<file path="config.mk">
export PLATFORM = sky130hd
export DESIGN_NAME = tcp_stream_reassembler_core
export DESIGN_NICKNAME = d
export VERILOG_FILES = /design/src/sv/tsr_pkg.sv /design/src/sv/tsr_cmp_unit.sv /design/src/sv/tsr_ram.sv /design/src/sv/tcp_stream_reassembler_core.sv
export SDC_FILE = /design/constraint.sdc
export NUM_CORES = 2
export LEC_CHECK = 0
export ABC_AREA = 1
export BUFFER_PORTS_ARGS = -buffer_cell sky130_fd_sc_hd__buf_2
export CORE_UTILIZATION = 30
export DETAILED_ROUTE_END_ITERATION = 8
export PLACE_DENSITY = 0.56
export SYNTH_ARGS = -nofsm -noshare
export SYNTH_HDL_FRONTEND = slang
export SYNTH_HIERARCHICAL = 1
export SYNTH_SLANG_ARGS = --single-unit
</file>
<file path="constraint.sdc">
create_clock -name clk_i -period 13.91 [get_ports clk_i]
set_input_delay 2.0865 -clock clk_i [delete_from_list [all_inputs] [get_ports clk_i]]
set_output_delay 2.0865 -clock clk_i [all_outputs]
set_load 0.01 [all_outputs]
</file>
<file path="src/sv/tsr_pkg.sv">
// Shared constants, comparator operation codes and operand bundle for the stream reassembler.
`timescale 1ns / 1ps

package tsr_pkg;

  // Ring depth in bytes; a power of two, so the slot is the low bits of a position.
  localparam int CAPACITY   = 64;
  // Width of an absolute stream position.
  localparam int INDEX_BITS = 48;

  localparam int SLOT_W  = $clog2(CAPACITY);
  // Window sums are kept one bit wider so they never wrap.
  localparam int SUM_W   = INDEX_BITS + 1;
  localparam int CNT_W   = 7;
  localparam int LEN_W   = 16;
  localparam int BYTE_W  = 8;

  // Operations of the shared comparator; each one is "a >= b".
  typedef enum logic [2:0] {
    CMP_RD_NEXT,
    CMP_START_WEND,
    CMP_SEGEND_NEXT,
    CMP_WEND_SEGEND,
    CMP_POS_NEXT,
    CMP_POS_WEND
  } tsr_cmp_op_e;

  // All values the comparator may be asked to weigh, zero-extended to SUM_W.
  typedef struct packed {
    logic [SUM_W-1:0] seg_begin;
    logic [SUM_W-1:0] seg_end;
    logic [SUM_W-1:0] pos;
    logic [SUM_W-1:0] rd;
    logic [SUM_W-1:0] nxt;
    logic [SUM_W-1:0] wend;
  } tsr_cmp_opnd_t;

endpackage

</file>
<file path="src/sv/tsr_cmp_unit.sv">
// Shared wide magnitude comparator with its operand selection.
`timescale 1ns / 1ps

module tsr_cmp_unit import tsr_pkg::*; (
  input  tsr_cmp_op_e   op_i,
  input  tsr_cmp_opnd_t opnd_i,
  output logic          ge_o
);

  logic [SUM_W-1:0] a;
  logic [SUM_W-1:0] b;

  // Pick the operand pair for the requested operation.
  always_comb begin
    case (op_i)
      CMP_RD_NEXT: begin
        a = opnd_i.rd;
        b = opnd_i.nxt;
      end
      CMP_START_WEND: begin
        a = opnd_i.seg_begin;
        b = opnd_i.wend;
      end
      CMP_SEGEND_NEXT: begin
        a = opnd_i.seg_end;
        b = opnd_i.nxt;
      end
      CMP_WEND_SEGEND: begin
        a = opnd_i.wend;
        b = opnd_i.seg_end;
      end
      CMP_POS_NEXT: begin
        a = opnd_i.pos;
        b = opnd_i.nxt;
      end
      CMP_POS_WEND: begin
        a = opnd_i.pos;
        b = opnd_i.wend;
      end
      default: begin
        a = opnd_i.rd;
        b = opnd_i.nxt;
      end
    endcase
  end

  // One unsigned compare serves every window test.
  assign ge_o = (a >= b);

endmodule

</file>
<file path="src/sv/tsr_ram.sv">
// Generic single-write, single-read RAM with registered read data.
`timescale 1ns / 1ps

module tsr_ram #(
  parameter int WIDTH = 8,
  parameter int DEPTH = 64
) (
  input  logic                     clk_i,
  input  logic                     we_i,
  input  logic [$clog2(DEPTH)-1:0] waddr_i,
  input  logic [WIDTH-1:0]         wdata_i,
  input  logic [$clog2(DEPTH)-1:0] raddr_i,
  output logic [WIDTH-1:0]         rdata_o
);

  logic [WIDTH-1:0] mem_q [DEPTH];

  // Write port and registered read port.
  always_ff @(posedge clk_i) begin
    if (we_i) begin
      mem_q[waddr_i] <= wdata_i;
    end
    rdata_o <= mem_q[raddr_i];
  end

endmodule

</file>
<file path="src/sv/tcp_stream_reassembler_core.sv">
// Stream reassembler: windowed byte ring with in-order release, under a small sequencer.
//
// Each request carries at most one byte of a segment. The block takes one request at a time
// and stalls its input until the last result of that request has been loaded into the output
// register. After acceptance the clamp step clamps the consumer count and forms the window end,
// a segment's first request then runs up to three drop and end-of-stream tests, and every
// request runs one or two window tests on the byte, the second of which writes it if it fits;
// all of these share one 49-bit comparator, one test per cycle. Release of each byte then takes
// a valid-bit check while the byte RAM read is issued, then the release of the registered read
// data; when nothing is released, the check is followed by the lone empty result. A stalled
// output holds the release. There is no clearing pass after reset: the ring's valid marks
// are flip-flops cleared by reset.
`timescale 1ns / 1ps

module tcp_stream_reassembler_core import tsr_pkg::*; (
  input  logic                  clk_i,
  input  logic                  rst_ni,
  // Input channel
  input  logic                  in_valid_i,
  output logic                  in_stall_o,
  input  logic [INDEX_BITS-1:0] seg_start_i,
  input  logic [LEN_W-1:0]      seg_length_i,
  input  logic [LEN_W-1:0]      offset_i,
  input  logic [BYTE_W-1:0]     data_byte_i,
  input  logic                  seg_last_i,
  input  logic                  eof_flag_i,
  input  logic [INDEX_BITS-1:0] read_total_i,
  // Output channel
  output logic                  out_valid_o,
  input  logic                  out_stall_i,
  output logic [BYTE_W-1:0]     out_byte_o,
  output logic                  byte_valid_o,
  output logic                  run_last_o,
  output logic                  stream_ended_o,
  output logic [CNT_W-1:0]      pending_count_o,
  output logic [INDEX_BITS-1:0] next_position_o
);

  // Sequencer state codes.
  localparam logic [3:0] S_IDLE  = 4'd0;
  localparam logic [3:0] S_CLAMP = 4'd1;
  localparam logic [3:0] S_DROP  = 4'd2;
  localparam logic [3:0] S_LATE  = 4'd3;
  localparam logic [3:0] S_EOF   = 4'd4;
  localparam logic [3:0] S_POSLO = 4'd5;
  localparam logic [3:0] S_POSHI = 4'd6;
  localparam logic [3:0] S_DRAIN = 4'd7;
  localparam logic [3:0] S_EMIT  = 4'd8;
  localparam logic [3:0] S_NONE  = 4'd9;

  // Control state.
  logic [3:0]            state_q, state_d;
  logic [INDEX_BITS-1:0] next_q, next_d;
  logic [CNT_W-1:0]      pending_q, pending_d;
  logic                  eof_seen_q, eof_seen_d;
  logic [INDEX_BITS-1:0] eof_pos_q, eof_pos_d;
  logic                  admitted_q, admitted_d;
  logic                  ended_q, ended_d;
  logic [CAPACITY-1:0]   valid_q, valid_d;
  logic                  out_valid_q, out_valid_d;

  // Request held while it is worked on.
  logic [INDEX_BITS-1:0] start_q, start_d;
  logic [SUM_W-1:0]      seg_end_q, seg_end_d;
  logic [SUM_W-1:0]      pos_q, pos_d;
  logic [INDEX_BITS-1:0] rd_q, rd_d;
  logic [SUM_W-1:0]      wend_q, wend_d;
  logic [BYTE_W-1:0]     data_q, data_d;
  logic                  eof_q, eof_d;
  logic                  has_byte_q, has_byte_d;
  logic                  first_q, first_d;

  // Output register.
  logic [BYTE_W-1:0]     out_byte_q, out_byte_d;
  logic                  byte_valid_q, byte_valid_d;
  logic                  run_last_q, run_last_d;
  logic                  out_ended_q, out_ended_d;
  logic [CNT_W-1:0]      out_pending_q, out_pending_d;
  logic [INDEX_BITS-1:0] out_next_q, out_next_d;

  // Shared comparator and byte ring.
  tsr_cmp_op_e           cmp_op;
  tsr_cmp_opnd_t         cmp_opnd;
  logic                  cmp_ge;
  logic                  ram_we;
  logic [BYTE_W-1:0]     ram_rdata;

  logic [SLOT_W-1:0]     pos_slot;
  logic [SLOT_W-1:0]     next_slot;
  logic [INDEX_BITS-1:0] next_inc;
  logic [SLOT_W-1:0]     next_inc_slot;
  logic                  out_free;
  logic                  run_done;

  assign pos_slot      = pos_q[SLOT_W-1:0];
  assign next_slot     = next_q[SLOT_W-1:0];
  assign next_inc      = next_q + INDEX_BITS'(1);
  assign next_inc_slot = next_inc[SLOT_W-1:0];
  assign out_free      = !out_valid_q || !out_stall_i;

  // Operands offered to the comparator.
  assign cmp_opnd.seg_begin = SUM_W'(start_q);
  assign cmp_opnd.seg_end   = seg_end_q;
  assign cmp_opnd.pos       = pos_q;
  assign cmp_opnd.rd        = SUM_W'(rd_q);
  assign cmp_opnd.nxt       = SUM_W'(next_q);
  assign cmp_opnd.wend      = wend_q;

  tsr_cmp_unit u_cmp (
    .op_i   (cmp_op),
    .opnd_i (cmp_opnd),
    .ge_o   (cmp_ge)
  );

  tsr_ram #(
    .WIDTH (BYTE_W),
    .DEPTH (CAPACITY)
  ) u_ring (
    .clk_i   (clk_i),
    .we_i    (ram_we),
    .waddr_i (pos_slot),
    .wdata_i (data_q),
    .raddr_i (next_slot),
    .rdata_o (ram_rdata)
  );

  // Sequencer and datapath updates.
  always_comb begin
    state_d       = state_q;
    next_d        = next_q;
    pending_d     = pending_q;
    eof_seen_d    = eof_seen_q;
    eof_pos_d     = eof_pos_q;
    admitted_d    = admitted_q;
    ended_d       = ended_q;
    valid_d       = valid_q;
    out_valid_d   = out_valid_q && out_stall_i;
    start_d       = start_q;
    seg_end_d     = seg_end_q;
    pos_d         = pos_q;
    rd_d          = rd_q;
    wend_d        = wend_q;
    data_d        = data_q;
    eof_d         = eof_q;
    has_byte_d    = has_byte_q;
    first_d       = first_q;
    out_byte_d    = out_byte_q;
    byte_valid_d  = byte_valid_q;
    run_last_d    = run_last_q;
    out_ended_d   = out_ended_q;
    out_pending_d = out_pending_q;
    out_next_d    = out_next_q;
    cmp_op        = CMP_RD_NEXT;
    ram_we        = 1'b0;
    run_done      = 1'b0;

    case (state_q)
      // Capture the request and form the segment end and byte position.
      S_IDLE: begin
        if (in_valid_i) begin
          start_d    = seg_start_i;
          seg_end_d  = SUM_W'(seg_start_i) + SUM_W'(seg_length_i);
          pos_d      = SUM_W'(seg_start_i) + SUM_W'(offset_i);
          rd_d       = read_total_i;
          data_d     = data_byte_i;
          eof_d      = eof_flag_i;
          has_byte_d = (offset_i < seg_length_i);
          first_d    = (offset_i == '0);
          state_d    = S_CLAMP;
        end
      end
      // Clamp the consumer count to the next position and set the window end.
      S_CLAMP: begin
        cmp_op  = CMP_RD_NEXT;
        wend_d  = (cmp_ge ? SUM_W'(next_q) : SUM_W'(rd_q)) + SUM_W'(CAPACITY);
        state_d = first_q ? S_DROP : S_POSLO;
      end
      // A segment starting at or beyond the window end is dropped.
      S_DROP: begin
        cmp_op = CMP_START_WEND;
        if (cmp_ge) begin
          admitted_d = 1'b0;
          state_d    = S_POSLO;
        end else begin
          state_d = S_LATE;
        end
      end
      // A segment ending before the next position is dropped too.
      S_LATE: begin
        cmp_op     = CMP_SEGEND_NEXT;
        admitted_d = cmp_ge;
        state_d    = cmp_ge ? S_EOF : S_POSLO;
      end
      // An end-of-stream segment that fits the window records its end.
      S_EOF: begin
        cmp_op = CMP_WEND_SEGEND;
        if (cmp_ge && eof_q) begin
          eof_seen_d = 1'b1;
          eof_pos_d  = seg_end_q[INDEX_BITS-1:0];
        end
        state_d = S_POSLO;
      end
      // The byte must not lie before the next position.
      S_POSLO: begin
        cmp_op  = CMP_POS_NEXT;
        state_d = (admitted_q && has_byte_q && cmp_ge) ? S_POSHI : S_DRAIN;
      end
      // The byte must lie before the window end; a slot already held is kept.
      S_POSHI: begin
        cmp_op = CMP_POS_WEND;
        if (!cmp_ge && !valid_q[pos_slot]) begin
          ram_we            = 1'b1;
          valid_d[pos_slot] = 1'b1;
          pending_d         = pending_q + CNT_W'(1);
        end
        state_d = S_DRAIN;
      end
      // Check the slot of the next position; the RAM read runs this cycle.
      S_DRAIN: begin
        state_d = valid_q[next_slot] ? S_EMIT : S_NONE;
      end
      // Release one byte once the output register is free.
      S_EMIT: begin
        if (out_free) begin
          run_done           = !valid_q[next_inc_slot];
          valid_d[next_slot] = 1'b0;
          next_d             = next_inc;
          pending_d          = pending_q - CNT_W'(1);
          ended_d            = ended_q || (eof_seen_q && (next_inc == eof_pos_q));
          out_valid_d        = 1'b1;
          out_byte_d         = ram_rdata;
          byte_valid_d       = 1'b1;
          run_last_d         = run_done;
          out_ended_d        = ended_d;
          out_pending_d      = pending_d;
          out_next_d         = next_d;
          state_d            = run_done ? S_IDLE : S_DRAIN;
        end
      end
      // Nothing to release: give one empty result.
      S_NONE: begin
        if (out_free) begin
          ended_d       = ended_q || (eof_seen_q && (next_q == eof_pos_q));
          out_valid_d   = 1'b1;
          out_byte_d    = '0;
          byte_valid_d  = 1'b0;
          run_last_d    = 1'b1;
          out_ended_d   = ended_d;
          out_pending_d = pending_q;
          out_next_d    = next_q;
          state_d       = S_IDLE;
        end
      end
      default: begin
        state_d = S_IDLE;
      end
    endcase
  end

  // Control registers.
  always_ff @(posedge clk_i or negedge rst_ni) begin
    if (!rst_ni) begin
      state_q     <= S_IDLE;
      next_q      <= '0;
      pending_q   <= '0;
      eof_seen_q  <= 1'b0;
      eof_pos_q   <= '0;
      admitted_q  <= 1'b0;
      ended_q     <= 1'b0;
      valid_q     <= '0;
      out_valid_q <= 1'b0;
    end else begin
      state_q     <= state_d;
      next_q      <= next_d;
      pending_q   <= pending_d;
      eof_seen_q  <= eof_seen_d;
      eof_pos_q   <= eof_pos_d;
      admitted_q  <= admitted_d;
      ended_q     <= ended_d;
      valid_q     <= valid_d;
      out_valid_q <= out_valid_d;
    end
  end

  // Payload registers.
  always_ff @(posedge clk_i) begin
    start_q       <= start_d;
    seg_end_q     <= seg_end_d;
    pos_q         <= pos_d;
    rd_q          <= rd_d;
    wend_q        <= wend_d;
    data_q        <= data_d;
    eof_q         <= eof_d;
    has_byte_q    <= has_byte_d;
    first_q       <= first_d;
    out_byte_q    <= out_byte_d;
    byte_valid_q  <= byte_valid_d;
    run_last_q    <= run_last_d;
    out_ended_q   <= out_ended_d;
    out_pending_q <= out_pending_d;
    out_next_q    <= out_next_d;
  end

  // The final-item marker of a segment carries no information for this block.
  logic unused_seg_last;
  assign unused_seg_last = seg_last_i;

  assign in_stall_o      = (state_q != S_IDLE);
  assign out_valid_o     = out_valid_q;
  assign out_byte_o      = out_byte_q;
  assign byte_valid_o    = byte_valid_q;
  assign run_last_o      = run_last_q;
  assign stream_ended_o  = out_ended_q;
  assign pending_count_o = out_pending_q;
  assign next_position_o = out_next_q;

endmodule
</file>
Yosys cells after proc, flatten, opt, wreduce, memory -nomap -nowiden --
Memories as Yosys holds them, arrays and structs flattened. A register that Yosys moved wholly into a read port is not among the register bits. Index checks and enable logic that the tools add are counted.
Storage, ports and cells: memories 1, bits in writable memories 512, input bits 142, output and inout port bits 68, word-level logic and storage cells 149, register bits after elaboration 495
Cells by class: equality and inequality tests 21, mux-type cells 54, reductions and logical operators 33, add/subtract/negate cells 6, bitwise operators 3, $lt $le $gt $ge 7
Memory list:
- u_ring.mem_q | words 64, width 8, rd ports 1, clocked after memory_dff 1, wr ports 1, line tsr_ram.sv:16 | logic [WIDTH-1:0] mem_q [DEPTH];
Operator list (number):
- one-hot mux 49 bit (4 select lines) | 1
- 2-to-1 mux 48 bit | 3
- 2-to-1 mux 64 bit | 2
- one-hot mux 64 bit (2 select lines) | 1
- adder 48 x 16 -> 49 bit | 2
- one-hot mux 49 bit (2 select lines) | 1
- == test 48 bit | 2
- one-hot mux 48 bit (2 select lines) | 1
- bitwise AND 64 bit | 1
- NOT 64 bit | 1
- bitwise OR 64 bit | 1
- adder 48 x 7 -> 49 bit (second input constant) | 1
- greater-or-equal comparator 49 bit | 1
- adder 48 x 1 -> 48 bit (second input constant) | 1
- one-hot mux 4 bit (10 select lines) | 1
- one-hot mux 7 bit (2 select lines) | 2
- < comparator 6 x 7 -> 1 bit (second input constant) | 3
- 2-to-1 mux 7 bit | 3
- 2-to-1 mux 1 bit | 20
- binary-select mux 1 bit (select 6 bit) | 3
- == test 4 x 3 -> 1 bit (second input constant) | 4
- logical NOT 16 bit | 1
- < comparator 16 bit | 1
- 2-to-1 mux 8 bit | 2
- 25 further kinds | 65

Depth between registers and ports, before layout --
depth after elaboration 12, mapped depth 42

Modules after synthesis --
The synthesis kept the hierarchy.
By module, submodules not included:
- tcp_stream_reassembler_core | sequential area each 13988.4 µm², cells each 3143, times used 1, area an instance 27017.2 µm²
- tsr_ram | sequential area each 15534.9 µm², cells each 1805, times used 1, area an instance 21339.2 µm²
- tsr_cmp_unit | sequential area each 0.0 µm², cells each 731, times used 1, area an instance 3951.3 µm²

Worst setup path after synthesis --
OpenSTA, ideal clock, no wires.
kind input port to flip-flop, from in in_valid_i, to reg data_q[0], enable pin, slack 2.590 ns, library setup time 0.775 ns, required time 13.135 ns, data arrival time 10.545 ns, stages on the path 2, cell sequence inv_1 nor2_1
On the way: cells in the longest elaborated chain, start to end 1
Ends and longest elaborated chain:
- from (decl) | line tcp_stream_reassembler_core.sv:19 | input logic in_valid_i,
- AND reduction 2 bit (no source line)
- to (signal assigned) | line tcp_stream_reassembler_core.sv:292 | data_q <= data_d;
- to (decl) | line tcp_stream_reassembler_core.sv:68 | logic [BYTE_W-1:0] data_q, data_d;
No other way between the ends. A chain may end at the register's enable or synchronous reset.

Worst setup path after layout --
from reg state_q[2], to mem u_ring.mem_q[61][4], enable pin
On the way: cells in the longest elaborated chain, start to end 12, elaborated cells on any way between the ends 22
Ends and longest elaborated chain:
- from (decl) | line tcp_stream_reassembler_core.sv:52 | logic [3:0] state_q, state_d;
- from (signal assigned) | line tcp_stream_reassembler_core.sv:273 | state_q <= state_d;
- == test 4 x 3 -> 1 bit or == test 4 x 2 -> 1 bit (tied branches) | line tcp_stream_reassembler_core.sv:157 | case (state_q)
- one-hot mux 3 bit (5 select lines) (*) | line tcp_stream_reassembler_core.sv:157
- named net cmp_op[2] | line tcp_stream_reassembler_core.sv:82 | tsr_cmp_op_e cmp_op;
- == test 3 bit or == test 3 x 1 -> 1 bit (tied branches) | line tsr_cmp_unit.sv:15 | case (op_i)
- OR reduction 2 bit (no source line)
- one-hot mux 49 bit (4 select lines) or one-hot mux 49 bit (2 select lines) (tied branches) | line tsr_cmp_unit.sv:15
- greater-or-equal comparator 49 bit (*) | line tsr_cmp_unit.sv:48 | assign ge_o = (a >= b);
- named net cmp_ge | line tcp_stream_reassembler_core.sv:84 | logic cmp_ge;
- logical NOT 1 bit (*) | line tcp_stream_reassembler_core.sv:211 | if (!cmp_ge && !valid_q[pos_slot]) begin
- logical AND 1 bit (*) | line tcp_stream_reassembler_core.sv:211
- 2-to-1 mux 1 bit (*) | line tcp_stream_reassembler_core.sv:211
- 2-to-1 mux 1 bit (*) | line tcp_stream_reassembler_core.sv:157
- named net ram_we | line tcp_stream_reassembler_core.sv:85 | logic ram_we;
- 2-to-1 mux 1 bit (*) | line tsr_ram.sv:20 | if (we_i) begin
- 2-to-1 mux 1 bit (not written as such) (*) | line tsr_ram.sv:21 | mem_q[waddr_i] <= wdata_i;
- to (decl) | line tsr_ram.sv:16
The timed path passes the listed nets; every way through them passes the cells marked *.

==> impl_metrics.tcl <==
set metrics [dict create \
    placed_cells 8009 \
    cp-startpoint "state_q[2]$_DFFE_PN0P_" \
    area_growth_syn_to_layout_pct 13.0 \
    avgRoutedWirePerCell_um 21.1 \
    die_x_um 420 \
    vias 41800 \
    synth_area_mm2 0.0523 \
    grt_pass1_vias 39200 \
    hp-class "reg -> reg" \
    synthCells 5679 \
    worstPathArrival_ps 9630 \
    vias_per_cell 5.08 \
    synth-main-ff-cell "edfxtp_1" \
    rsz0062_at_grt "no" \
    cts_buffers 112 \
    start_kind "flop" \
    grt_max_degree 178 \
    r2r_slack_ps 4640 \
    whs_ps 473 \
    cts.sinks 1015 \
    hold_viol 0 \
    async_reset_ff_share_pct 17.2 \
    gr-usage-all-layers_pct 19.4 \
    cts_setup_buffers 0 \
    grt_overflow 0 \
    clock-root-buffer "clkbuf_16" \
    hold_path_depth 2 \
    relSlewSlack_pct 22.7 \
    setup_viol 0 \
    ant_nets 0 \
    power_density_mw_per_mm2 216 \
    dieArea_mm2 0.176 \
    max_stage_delay_ps 1010 \
    cp_data_required_time_ps 14270 \
    period_share_pct 66.7 \
    final_common_cell "nand2_1" \
    cp-endpoint "u_ring/mem_q[61][4]$_DFFE_PP_" \
    crit_path_end_kind "flop" \
    synth-seq-area-share_pct 56.4 \
    final_cell_mix "nand2_1 (1533), edfxtp_1 (832), nand3_1 (773)" \
    htree_num_levels 3 \
    place.port_buffers 208 \
    ctsResizeCount 0 \
    rows 152 \
    drc 0 \
    cellLeakagePower_nw 23.2 \
    skew_ps 37.1 \
    hpwl_mm 120 \
    gp_congestion 0.944 \
    cts_hold_buf 0 \
    drive_above_1_share_pct 9.56 \
    reg2reg_from "state_q[2]$_DFFE_PN0P_" \
    core_area_mm2 0.172 \
    initialDrtViolationCount 4740 \
    fin_tns_setup_ps 0 \
    cts_tree "yes" \
    fill_cells 17700 \
    timing.rr.end "u_ring/mem_q[61][4]$_DFFE_PP_" \
    drv_cap 0 \
    grt_pass1_wl_mm 256 \
    synth_cell_types 65 \
    routed_wl_mm 173 \
    cts.clk_slew.worst_paths_ps 60 \
    drtPass1Iterations 5 \
    layout.cells.non_filler 8221 \
    insertion_delay_ps 760 \
    tightest_slew_ps 1160 \
    antenna_found_initial 5 \
    slew_viol_final 0 \
    crit_slowest_cell "nor2_1" \
    syn_avg_cell_area_um2 9.21 \
    fmax_mhz 108 \
    rr_worst_depth 28 \
    yosys_register_bits 1015 \
    synth-edff-count 832 \
    status "finished clean" \
    clk_path_buf_depth 3 \
    cp_max_fo 56 \
    io_pins 210 \
    worstSetupPathType "reg -> reg" \
    start_util_pct 30.4 \
    layout_min_cycle_time_ps 9270 \
    ys_warn_count 6 \
    ir_drop_uv 415 \
    final_nets 6057 \
    die-height_um 420 \
]
-- worst max-delay path: cells and delay by family, from the launching register on --
| kind | cells | cell delay, ps |
|---|---|---|
| and+or+nand+nor | 12 | 4190 |
| buffers and inverters | 10 | 3050 |
| AOI/OAI and AO/OA | 5 | 790 |
| DFF | 1 | 410 |
| adders and majority gates | 1 | 340 |
-- layout make-up --
cell class / count / area, um2 / share of cell area, %
repair buffers: 266 / 1500 / 2.53
clock inverters: 78 / 805 / 1.36
inverters: 479 / 1810 / 3.06
flip-flops and latches: 1015 / 29500 / 50.0
multi-input cells: 3939 / 19600 / 33.2
diodes: 1 / 2.50 / 0.00423
well taps: 2310 / 2890 / 4.89
clock buffers: 133 / 2940 / 4.98
-- how the worst min path moves through the flow --
stage | start | to | slack (ps)
4_1_cts | eof_seen_q$_DFFE_PN0P_ | eof_seen_q$_DFFE_PN0P_ | 470
2_1_floorplan | eof_seen_q$_DFFE_PN0P_ | eof_seen_q$_DFFE_PN0P_ | 430
6_report | eof_seen_q$_DFFE_PN0P_ | eof_seen_q$_DFFE_PN0P_ | 470
3_3_place_gp | eof_seen_q$_DFFE_PN0P_ | eof_seen_q$_DFFE_PN0P_ | 450
3_5_place_dp | eof_seen_q$_DFFE_PN0P_ | eof_seen_q$_DFFE_PN0P_ | 460
5_1_grt | eof_seen_q$_DFFE_PN0P_ | eof_seen_q$_DFFE_PN0P_ | 490
-- per-stage QoR --
stage                     setup WS [ps]  util, %  power [mW]  instance area (um2)
after floorplan                    2590        -        8.24                52300
after global placement             4920     32.1        9.72                55300
after detailed placement           4830     32.1        9.72                55300
after CTS                          4800     34.3        12.8                59100
after global routing               4250     34.3        13.6                59100
final                              4640     34.3        12.8                59100
-- report_power, final --
| part | switching [mW] | internal [mW] | total (mW) |
|---|---|---|---|
| combinational | 3.98 | 1.63 | 5.61 |
| clock | 1.31 | 1.71 | 3.03 |
| sequential | 0.289 | 3.86 | 4.15 |
| total | 5.58 | 7.20 | 12.8 |
-- kinds of logic (layout without fill, tap and decap cells) --
logic type / after synthesis / in the layout / share of synthesized area (%)
adder cells (fa/ha/maj): 102 / 102 / 2.47
AO/OA/AOI/OAI: 691 / 691 / 7.69
flip-flops: 1015 / 1015 / 56.4
AND/OR/NAND/NOR: 2984 / 2984 / 24.5
buffers and inverters: 727 / 956 / 6.20
XOR/XNOR: 143 / 143 / 2.39
multiplexers: 16 / 16 / 0.344
other: 1 / 4 / 0.00717
-- registers in the layout (all words and copies together), names as in the netlist, 4 cells and up --
name and flops:
data_q 8, eof_pos_q 48, next_position_o 48, next_q 48, out_byte_o 8, pending_count_o 7, pending_q 7, pos_q 49
rd_q 48, seg_end_q 49, start_q 48, state_q 4, u_ring/mem_q 512, u_ring/rdata_o 8, valid_q 64, wend_q 49
-- layer usage --
| layer | vias up | GRT usage (%) | part of all wire (%) | wire length [um] |
|---|---|---|---|---|
| met2 | 1584 | 30.0 | 45 | 77800 |
| met5 | - | 0 | 0.0075 | 13 |
| met3 | 288 | 2.65 | 6.8 | 11800 |
| met1 | 20200 | 27.3 | 44 | 76600 |
| li1 | 19700 | - | - | - |
| met4 | 2 | 7.66 | 4.1 | 7070 |
-- cell usage after synthesis, types with 23 or more instances --
cell type | count | area [um2]
xnor2_1 | 24 | 210
xor2_1 | 119 | 1040
nor2_1 | 473 | 1780
inv_1 | 456 | 1710
nor4_1 | 32 | 200
o22ai_1 | 31 | 194
clkbuf_1 | 84 | 315
o21ai_1 | 38 | 190
nand2_1 | 1534 | 5760
a21oi_1 | 189 | 946
buf_4 | 23 | 173
a31oi_1 | 32 | 200
edfxtp_1 | 832 | 25000
nand4_1 | 44 | 275
a221oi_1 | 34 | 298
ha_1 | 100 | 1250
buf_6 | 39 | 439
buf_2 | 82 | 410
dfrtp_1 | 175 | 4380
nor3_1 | 53 | 265
nand3_1 | 776 | 3880
o21ai_0 | 276 | 1380
Note: power is estimated with default switching activity, not from simulation.
